--- src/itr_pkg.sv ---
// ----------------------------------------------------------------------------
// itr_pkg: shared types and arithmetic for the 4x4 inverse transform
// Widths, block container type, butterfly and pixel reconstruction helpers.
// ----------------------------------------------------------------------------
package itr_pkg;

    localparam int COEF_BITS = 16;
    // row pass grows values by less than 4x, column pass again
    localparam int ROW_W     = COEF_BITS + 2;
    localparam int COL_W     = COEF_BITS + 4;
    localparam int RND       = 32;
    localparam int RND_SHIFT = 6;
    localparam int PIX_MAX   = 255;

    typedef logic signed [COL_W-1:0] wide_t;
    typedef logic [3:0][COL_W-1:0]   quad_t;

    typedef struct packed {
        logic [3:0][3:0][ROW_W-1:0] res;   // [row][col] row-transformed values
        logic [3:0][3:0][7:0]       pred;  // [row][col] prediction pixels
    } blk_t;

    // integer butterfly with half shifts
    function automatic quad_t butterfly(input quad_t x);
        wide_t e0;
        wide_t e1;
        wide_t e2;
        wide_t e3;
        quad_t y;
        e0 = $signed(x[0]) + $signed(x[2]);
        e1 = $signed(x[0]) - $signed(x[2]);
        e2 = ($signed(x[1]) >>> 1) - $signed(x[3]);
        e3 = $signed(x[1]) + ($signed(x[3]) >>> 1);
        y[0] = e0 + e3;
        y[1] = e1 + e2;
        y[2] = e1 - e2;
        y[3] = e0 - e3;
        return y;
    endfunction

    // round (+32 >>> 6), add prediction, clamp to 0..255
    function automatic logic [7:0] recon(input logic [COL_W-1:0] g, input logic [7:0] p);
        logic signed [COL_W:0] t;
        logic signed [COL_W:0] s;
        logic [7:0]            r;
        t = ($signed((COL_W+1)'($signed(g))) + (COL_W+1)'(RND)) >>> RND_SHIFT;
        s = t + $signed((COL_W+1)'(p));
        if (s < 0)
            r = 8'd0;
        else if (s > (COL_W+1)'(PIX_MAX))
            r = 8'(PIX_MAX);
        else
            r = s[7:0];
        return r;
    endfunction

endpackage

--- src/itr_front.sv ---
// ----------------------------------------------------------------------------
// itr_front: row intake and horizontal transform
// Takes one coefficient row per transaction, runs the row butterfly and
// collects rows; the fourth row pushes a complete block into the queue.
// ----------------------------------------------------------------------------
module itr_front
    import itr_pkg::*;
(
    input  logic                       clk,
    input  logic                       rst_n,
    input  logic                       accept,
    input  logic [3:0][COEF_BITS-1:0]  coef,
    input  logic [3:0][7:0]            pred,
    output logic                       push,
    output blk_t                       blk
);

    logic [1:0]                 rows_loaded_reg;
    logic [1:0]                 rows_loaded_next;
    logic [3:0][ROW_W-1:0]      row_reg  [3];
    logic [3:0][7:0]            pred_reg [3];
    quad_t                      x;
    quad_t                      y;
    logic [3:0][ROW_W-1:0]      row_y;

    always_comb
    begin
        for (int i = 0; i < 4; i++)
        begin
            x[i] = COL_W'($signed(coef[i]));
        end
        y = butterfly(x);
        for (int i = 0; i < 4; i++)
        begin
            row_y[i] = y[i][ROW_W-1:0];
        end
    end

    assign push             = accept && (rows_loaded_reg == 2'd3);
    assign rows_loaded_next = accept ? rows_loaded_reg + 2'd1 : rows_loaded_reg;

    always_comb
    begin
        for (int r = 0; r < 3; r++)
        begin
            blk.res[r]  = row_reg[r];
            blk.pred[r] = pred_reg[r];
        end
        blk.res[3]  = row_y;
        blk.pred[3] = pred;
    end

    always_ff @(posedge clk or negedge rst_n)
    begin
        if (!rst_n)
            rows_loaded_reg <= 2'd0;
        else
            rows_loaded_reg <= rows_loaded_next;
    end

    always_ff @(posedge clk)
    begin
        if (accept && (rows_loaded_reg != 2'd3))
        begin
            row_reg[rows_loaded_reg]  <= row_y;
            pred_reg[rows_loaded_reg] <= pred;
        end
    end

endmodule

--- src/itr_queue.sv ---
// ----------------------------------------------------------------------------
// itr_queue: two-deep block queue
// Holds complete row-transformed blocks between intake and output.
// ----------------------------------------------------------------------------
module itr_queue
    import itr_pkg::*;
(
    input  logic   clk,
    input  logic   rst_n,
    input  logic   push,
    input  blk_t   wr_data,
    input  logic   pop,
    output blk_t   rd_data,
    output logic   full,
    output logic   nonempty
);

    blk_t       mem [2];
    logic       wr_ptr_reg;
    logic       rd_ptr_reg;
    logic [1:0] count_reg;
    logic [1:0] count_next;

    assign full     = (count_reg == 2'd2);
    assign nonempty = (count_reg != 2'd0);
    assign rd_data  = mem[rd_ptr_reg];

    always_comb
    begin
        count_next = count_reg;
        if (push && !pop)
            count_next = count_reg + 2'd1;
        else if (pop && !push)
            count_next = count_reg - 2'd1;
    end

    always_ff @(posedge clk or negedge rst_n)
    begin
        if (!rst_n)
        begin
            wr_ptr_reg <= 1'b0;
            rd_ptr_reg <= 1'b0;
            count_reg  <= 2'd0;
        end
        else
        begin
            if (push)
                wr_ptr_reg <= !wr_ptr_reg;
            if (pop)
                rd_ptr_reg <= !rd_ptr_reg;
            count_reg <= count_next;
        end
    end

    always_ff @(posedge clk)
    begin
        if (push)
            mem[wr_ptr_reg] <= wr_data;
    end

endmodule

--- src/itr_back.sv ---
// ----------------------------------------------------------------------------
// itr_back: vertical transform and reconstruction
// Pops a block, runs the four column butterflies, then emits one
// rounded, predicted and clamped pixel row per cycle.
// ----------------------------------------------------------------------------
module itr_back
    import itr_pkg::*;
(
    input  logic                clk,
    input  logic                rst_n,
    input  logic                q_nonempty,
    input  blk_t                q_data,
    output logic                pop,
    output logic                row_valid,
    output logic [3:0][7:0]     pixel,
    output logic [1:0]          out_row,
    output logic                last_row
);

    typedef enum logic {ST_IDLE, ST_EMIT} state_t;

    state_t                     state_reg;
    state_t                     state_next;
    logic [1:0]                 cnt_reg;
    logic [1:0]                 cnt_next;
    logic                       valid_reg;
    logic [1:0]                 out_row_reg;
    logic                       last_row_reg;
    logic [3:0][7:0]            pixel_reg;
    logic [3:0][7:0]            pixel_next;
    logic [3:0][3:0][COL_W-1:0] col_reg;    // [row][col]
    logic [3:0][3:0][7:0]       pred_reg;
    logic [3:0][3:0][COL_W-1:0] col_next;
    quad_t                      cx;
    quad_t                      cy;

    // column butterflies on the queue head
    always_comb
    begin
        col_next = '0;
        for (int j = 0; j < 4; j++)
        begin
            for (int i = 0; i < 4; i++)
            begin
                cx[i] = COL_W'($signed(q_data.res[i][j]));
            end
            cy = butterfly(cx);
            for (int i = 0; i < 4; i++)
            begin
                col_next[i][j] = cy[i];
            end
        end
    end

    always_comb
    begin
        for (int j = 0; j < 4; j++)
        begin
            pixel_next[j] = recon(col_reg[cnt_reg][j], pred_reg[cnt_reg][j]);
        end
    end

    assign pop = q_nonempty && ((state_reg == ST_IDLE) || (cnt_reg == 2'd3));

    always_comb
    begin
        state_next = state_reg;
        cnt_next   = cnt_reg;
        case (state_reg)
            ST_IDLE:
            begin
                if (pop)
                begin
                    state_next = ST_EMIT;
                    cnt_next   = 2'd0;
                end
            end
            ST_EMIT:
            begin
                cnt_next = cnt_reg + 2'd1;
                if ((cnt_reg == 2'd3) && !pop)
                    state_next = ST_IDLE;
            end
            default:
            begin
                state_next = ST_IDLE;
            end
        endcase
    end

    always_ff @(posedge clk or negedge rst_n)
    begin
        if (!rst_n)
        begin
            state_reg    <= ST_IDLE;
            cnt_reg      <= 2'd0;
            valid_reg    <= 1'b0;
            out_row_reg  <= 2'd0;
            last_row_reg <= 1'b0;
            pixel_reg    <= '0;
        end
        else
        begin
            state_reg    <= state_next;
            cnt_reg      <= cnt_next;
            valid_reg    <= (state_reg == ST_EMIT);
            out_row_reg  <= cnt_reg;
            last_row_reg <= (state_reg == ST_EMIT) && (cnt_reg == 2'd3);
            pixel_reg    <= pixel_next;
        end
    end

    always_ff @(posedge clk)
    begin
        if (pop)
        begin
            col_reg  <= col_next;
            pred_reg <= q_data.pred;
        end
    end

    assign row_valid = valid_reg;
    assign pixel     = pixel_reg;
    assign out_row   = out_row_reg;
    assign last_row  = last_row_reg;

    // rows of one block leave on consecutive cycles, in order
    a_rows_consecutive: assert property (@(posedge clk) disable iff (!rst_n)
        (valid_reg && (out_row_reg != 2'd3)) |=>
            (valid_reg && (out_row_reg == 2'($past(out_row_reg) + 2'd1))))
        else $error("itr_back: block rows not consecutive");

    // a burst of rows always opens with row 0
    a_burst_starts_row0: assert property (@(posedge clk) disable iff (!rst_n)
        $rose(valid_reg) |-> (out_row_reg == 2'd0))
        else $error("itr_back: burst does not start at row 0");

    // last marker only and always on row 3
    a_last_marker: assert property (@(posedge clk) disable iff (!rst_n)
        valid_reg |-> (last_row_reg == (out_row_reg == 2'd3)))
        else $error("itr_back: last_row mismatch");

    // never pop an empty queue
    a_pop_nonempty: assert property (@(posedge clk) disable iff (!rst_n)
        pop |-> q_nonempty)
        else $error("itr_back: pop on empty queue");

endmodule

--- src/inverse_transform_4x4_reconstruct.sv ---
// ----------------------------------------------------------------------------
// inverse_transform_4x4_reconstruct: 4x4 inverse integer transform + recon
// Path: the fourth row of a block is written into the block queue, popped into
//   the column registers, then output rows 0..3 leave registered, in order.
// Throughput: one row transaction per cycle sustained while busy is low;
//   output drains a block row by row via the single row-reconstruct unit.
// busy rises only while both block queue slots are occupied.
// Reset clears the row counter, queue pointers and output strobe; stores are
//   undefined until written. Results cannot be stalled by the receiver.
// ----------------------------------------------------------------------------
module inverse_transform_4x4_reconstruct
    import itr_pkg::*;
(
    input  logic                         clk,
    input  logic                         rst_n,
    input  logic                         start,
    output logic                         busy,
    input  logic signed [COEF_BITS-1:0]  coef_0,
    input  logic signed [COEF_BITS-1:0]  coef_1,
    input  logic signed [COEF_BITS-1:0]  coef_2,
    input  logic signed [COEF_BITS-1:0]  coef_3,
    input  logic [7:0]                   pred_pixel_0,
    input  logic [7:0]                   pred_pixel_1,
    input  logic [7:0]                   pred_pixel_2,
    input  logic [7:0]                   pred_pixel_3,
    output logic                         row_valid,
    output logic [7:0]                   pixel_0,
    output logic [7:0]                   pixel_1,
    output logic [7:0]                   pixel_2,
    output logic [7:0]                   pixel_3,
    output logic [1:0]                   out_row,
    output logic                         last_row
);

    // front/back handoff
    logic                       accept;
    logic                       push;
    logic                       pop;
    logic                       q_full;
    logic                       q_nonempty;
    blk_t                       blk_in;
    blk_t                       blk_out;
    logic [3:0][COEF_BITS-1:0]  coef;
    logic [3:0][7:0]            pred;
    logic [3:0][7:0]            pixel;

    // A transaction is taken whenever the queue has room for a finished block.
    assign busy   = q_full;
    assign accept = start && !busy;

    assign coef = {coef_3, coef_2, coef_1, coef_0};
    assign pred = {pred_pixel_3, pred_pixel_2, pred_pixel_1, pred_pixel_0};

    // Intake: horizontal butterfly per row, block assembly
    itr_front u_front (
        .clk    (clk),
        .rst_n  (rst_n),
        .accept (accept),
        .coef   (coef),
        .pred   (pred),
        .push   (push),
        .blk    (blk_in)
    );

    // Two blocks of slack so intake never waits on the output burst
    itr_queue u_queue (
        .clk      (clk),
        .rst_n    (rst_n),
        .push     (push),
        .wr_data  (blk_in),
        .pop      (pop),
        .rd_data  (blk_out),
        .full     (q_full),
        .nonempty (q_nonempty)
    );

    // Output: vertical butterfly, rounding, prediction add and clamp
    itr_back u_back (
        .clk        (clk),
        .rst_n      (rst_n),
        .q_nonempty (q_nonempty),
        .q_data     (blk_out),
        .pop        (pop),
        .row_valid  (row_valid),
        .pixel      (pixel),
        .out_row    (out_row),
        .last_row   (last_row)
    );

    assign pixel_0 = pixel[0];
    assign pixel_1 = pixel[1];
    assign pixel_2 = pixel[2];
    assign pixel_3 = pixel[3];

endmodule

--- config.mk ---
export PLATFORM = sky130hd
export DESIGN_NAME = inverse_transform_4x4_reconstruct
export DESIGN_NICKNAME = d
export VERILOG_FILES = /design/src/itr_pkg.sv /design/src/itr_front.sv /design/src/itr_queue.sv /design/src/itr_back.sv /design/src/inverse_transform_4x4_reconstruct.sv
export SDC_FILE = /design/constraint.sdc
export NUM_CORES = 2
export LEC_CHECK = 0
export BUFFER_PORTS_ARGS = -buffer_cell sky130_fd_sc_hd__buf_2
export CORE_MARGIN = 2
export CORE_UTILIZATION = 58
export CTS_BUF_LIST = sky130_fd_sc_hd__clkbuf_16
export CTS_CLUSTER_DIAMETER = 30
export CTS_CLUSTER_SIZE = 28
export DETAILED_ROUTE_END_ITERATION = 10
export PLACE_DENSITY_LB_ADDON = 0.3
export SLEW_MARGIN = 40
export SYNTH_ARGS = -nofsm -noshare
export SYNTH_HDL_FRONTEND = slang
export SYNTH_SLANG_ARGS = --single-unit
--- constraint.sdc ---
create_clock -name clk -period 27.3 [get_ports clk]
set_clock_uncertainty 0.1 [all_clocks]
set_input_delay 4.095 -clock clk [delete_from_list [all_inputs] [get_ports clk]]
set_output_delay 4.095 -clock clk [all_outputs]
set_load 0.02 [all_outputs]
==> results.sh <==
export IMPL_status="finished, final reports clean"
export IMPL_critPathSlowestCell="dfrtp_4"
export IMPL_synth_top_cells_by_area="edfxtp_1, ha_1, xnor2_1"
export IMPL_min_period_over_period=0.299
export IMPL_setup_viol=0
export IMPL_rsz0062_at_grt="false"
export IMPL_antenna_found_initial=17
export IMPL_drive_gt1_frac=0.150
export IMPL_drt_met1_wl_um=88800
export IMPL_row_count=141
export IMPL_synth_area_mm2=0.0857
export IMPL_synth_area_per_cell_um2=12.7
export IMPL_cp_data_required_time_ps=27790
export IMPL_clk_pin_slew_ps=60
export IMPL_hp_class="flop to flop"
export IMPL_yosysWarningCount=0
export IMPL_fin_crit_ps=8150
export IMPL_drcViolationCount=0
export IMPL_grt_pass1_vias=53280
export IMPL_coreArea_mm2=0.147
export IMPL_crit_path_max_incr_delay_ps=860
export IMPL_synthesis_nets=7622
export IMPL_grt_first_pass_wirelength_um=301000
export IMPL_clockBufferDepth=4
export IMPL_wl_per_cell_um=21.2
export IMPL_critical_path_buf_inv_count=4
export IMPL_vias=54042
export IMPL_yosysTopAreaCell="edfxtp_1"
export IMPL_worst_skew_pair_late_latency_ps=900
export IMPL_met3_length_um=12100
export IMPL_grt_max_degree=126
export IMPL_cts_hold_buf=0
export IMPL_cts_sinks=1535
export IMPL_path_max_fanout=50
export IMPL_nNetsFinal=7926
export IMPL_die_area_mm2=0.151
export IMPL_wl_met2_um=90100
export IMPL_post_cts_setup_buffers=0
export IMPL_largest_reg_flops=816
export IMPL_synth_edf_count=1490
export IMPL_cap_violations=0
export IMPL_cts_tree="done"
export IMPL_synth_ff_type="edfxtp_1"
export IMPL_dr_pass1_iters=6
export IMPL_io_pins=136
export IMPL_ys_seq_area_frac=0.535
export IMPL_routed_wl_um=195000
export IMPL_final_util=0.665
export IMPL_hold_viol=0
export IMPL_numPortBuffers=135
export IMPL_synth_async_reset_ratio=0.0293
export IMPL_synth_cell_types=102
export IMPL_root_buffer="clkbuf_16"
export IMPL_cp_start_kind="flop"
export IMPL_start_util=0.582
export IMPL_dp_hpwl_um=138000
export IMPL_arrival_ps=8650
export IMPL_worst_pin_slew_ps=950
export IMPL_max_slew_margin=0.367
export IMPL_numCtsBuffers=283
export IMPL_dr_first_iter_drc_count=4649
export IMPL_cp_end_kind="flop"
export IMPL_die_w_um=388
export IMPL_highest_layer="met5"
export IMPL_path_cells="buf_4, buf_4, mux2i_1, inv_1, ha_1, fa_1, a21o_1, a21oi_1, o21bai_1, a2111oi_0, nor2_1, a21o_1, a21oi_1, xnor2_1, ha_1, inv_1, a21oi_1, o21bai_1, a211oi_1, o21ai_0, a21o_1, o41a_1, xnor2_1"
export IMPL_place_congestion=0.917
export IMPL_syn_instance_count=6749
export IMPL_postCtsResizedCells=0
export IMPL_die_y_um=388
export IMPL_htreeDepth=5
export IMPL_synth_top_area_share=0.522
export IMPL_maxSlewViolCount=0
export IMPL_synth_seq_cells=1535
export IMPL_gr_total_overflow=0
export IMPL_area_growth_pct=14.3
export IMPL_totalNegativeSetupSlack_ps=0
export IMPL_ant_nets=0
export IMPL_max_clock_freq_mhz=123
export IMPL_crit_family="compound AO/OA/AOI/OAI gates"
export IMPL_grt_use_total=0.256
export IMPL_crit_type="flop to flop"
export IMPL_viasPerCell=5.87
[metal layers]
layer / track usage / vias to the layer above
met4: 0.0637 / 14
met3: 0.0444 / 257
met2: 0.407 / 1613
met5: 0 / -
li1: - / 25623
met1: 0.368 / 26535
[kinds of logic (layout without fill, tap and decap cells)]
logic type	count (synthesis)	in the layout	share of synthesized area
mux	521	521	0.0782
fa+ha+maj	774	774	0.115
compound gates	1231	1231	0.0956
buf+inv	761	1277	0.0348
flops	1535	1535	0.535
simple gates	1309	1309	0.0777
other cells	0	6	0
xor+xnor	618	618	0.0632
[cell type report]
class,instances,area [um^2]
Antenna cell,6,15.0
Multi-Input combinational cell,4453,37000
Sequential cell,1535,45900
Timing Repair Buffer,178,1140
Clock inverter,207,2030
Clock buffer,290,7260
Fill cell,10269,49300
Tap cell,1930,2410
Inverter,602,2270
[cells in the mapped netlist, drive strengths merged (152+ instances only)]
master and n:
mux2i 152, xnor2 427, o21ai 191, xor2 191
inv 600, ha 746, nor2 358, edfxtp 1490
nand2 199, a21oi 376, nor3 181, mux2 278
[layout by cell type, fill, tap and decap left out, types with 107 or more instances in the layout]
master / netlist / layout
nand3_1: 107 / 107
inv_1: 600 / 627
xnor2_1: 426 / 418
buf_2: 6 / 135
o21ai_0: 187 / 186
mux2i_1: 152 / 152
nor3_1: 177 / 177
clkbuf_16: 0 / 290
xor2_1: 191 / 189
a21oi_1: 375 / 375
o21bai_1: 109 / 109
edfxtp_1: 1490 / 1490
mux2_2: 278 / 278
nand2_1: 198 / 198
ha_1: 746 / 746
nor2_1: 357 / 356
[stage by stage]
step / std cells / setup WS (ps) / instance area [um^2] / hold WS [ps]
6_report: 9201 / 19150 / 98000 / 280
4_1_cts: 9194 / 19170 / 97900 / 269
5_1_grt: 9197 / 18730 / 98000 / 287
2_1_floorplan: 6749 / 4900 / 85700 / 279
3_5_place_dp: 8697 / 18510 / 88600 / 329
3_3_place_gp: 8694 / 18570 / 88400 / 322
[final timing paths]
path	startpoint	end	slack [ps]	depth (start not counted)
max	u_queue.rd_ptr_reg$_DFFE_PN0P_	u_back.col_reg[298]$_DFFE_PP_	19150	23
min	u_front.row_reg[2][2]$_DFFE_PP_	u_queue.mem[1][274]$_DFFE_PP_	280	0
max reg2reg	u_queue.rd_ptr_reg$_DFFE_PN0P_	u_back.col_reg[298]$_DFFE_PP_	19150	23
min reg2reg	u_front.row_reg[2][2]$_DFFE_PP_	u_queue.mem[1][274]$_DFFE_PP_	280	0
max in group asynchronous	rst_n	u_back.cnt_reg[1]$_DFFE_PN0P_	23430	3
min in group asynchronous	rst_n	u_back.pixel[1]$_DFF_PN0_	3100	2
Power is not shown: default switching activity piles up to over one toggle a cycle in this logic, so the estimate is an artifact.
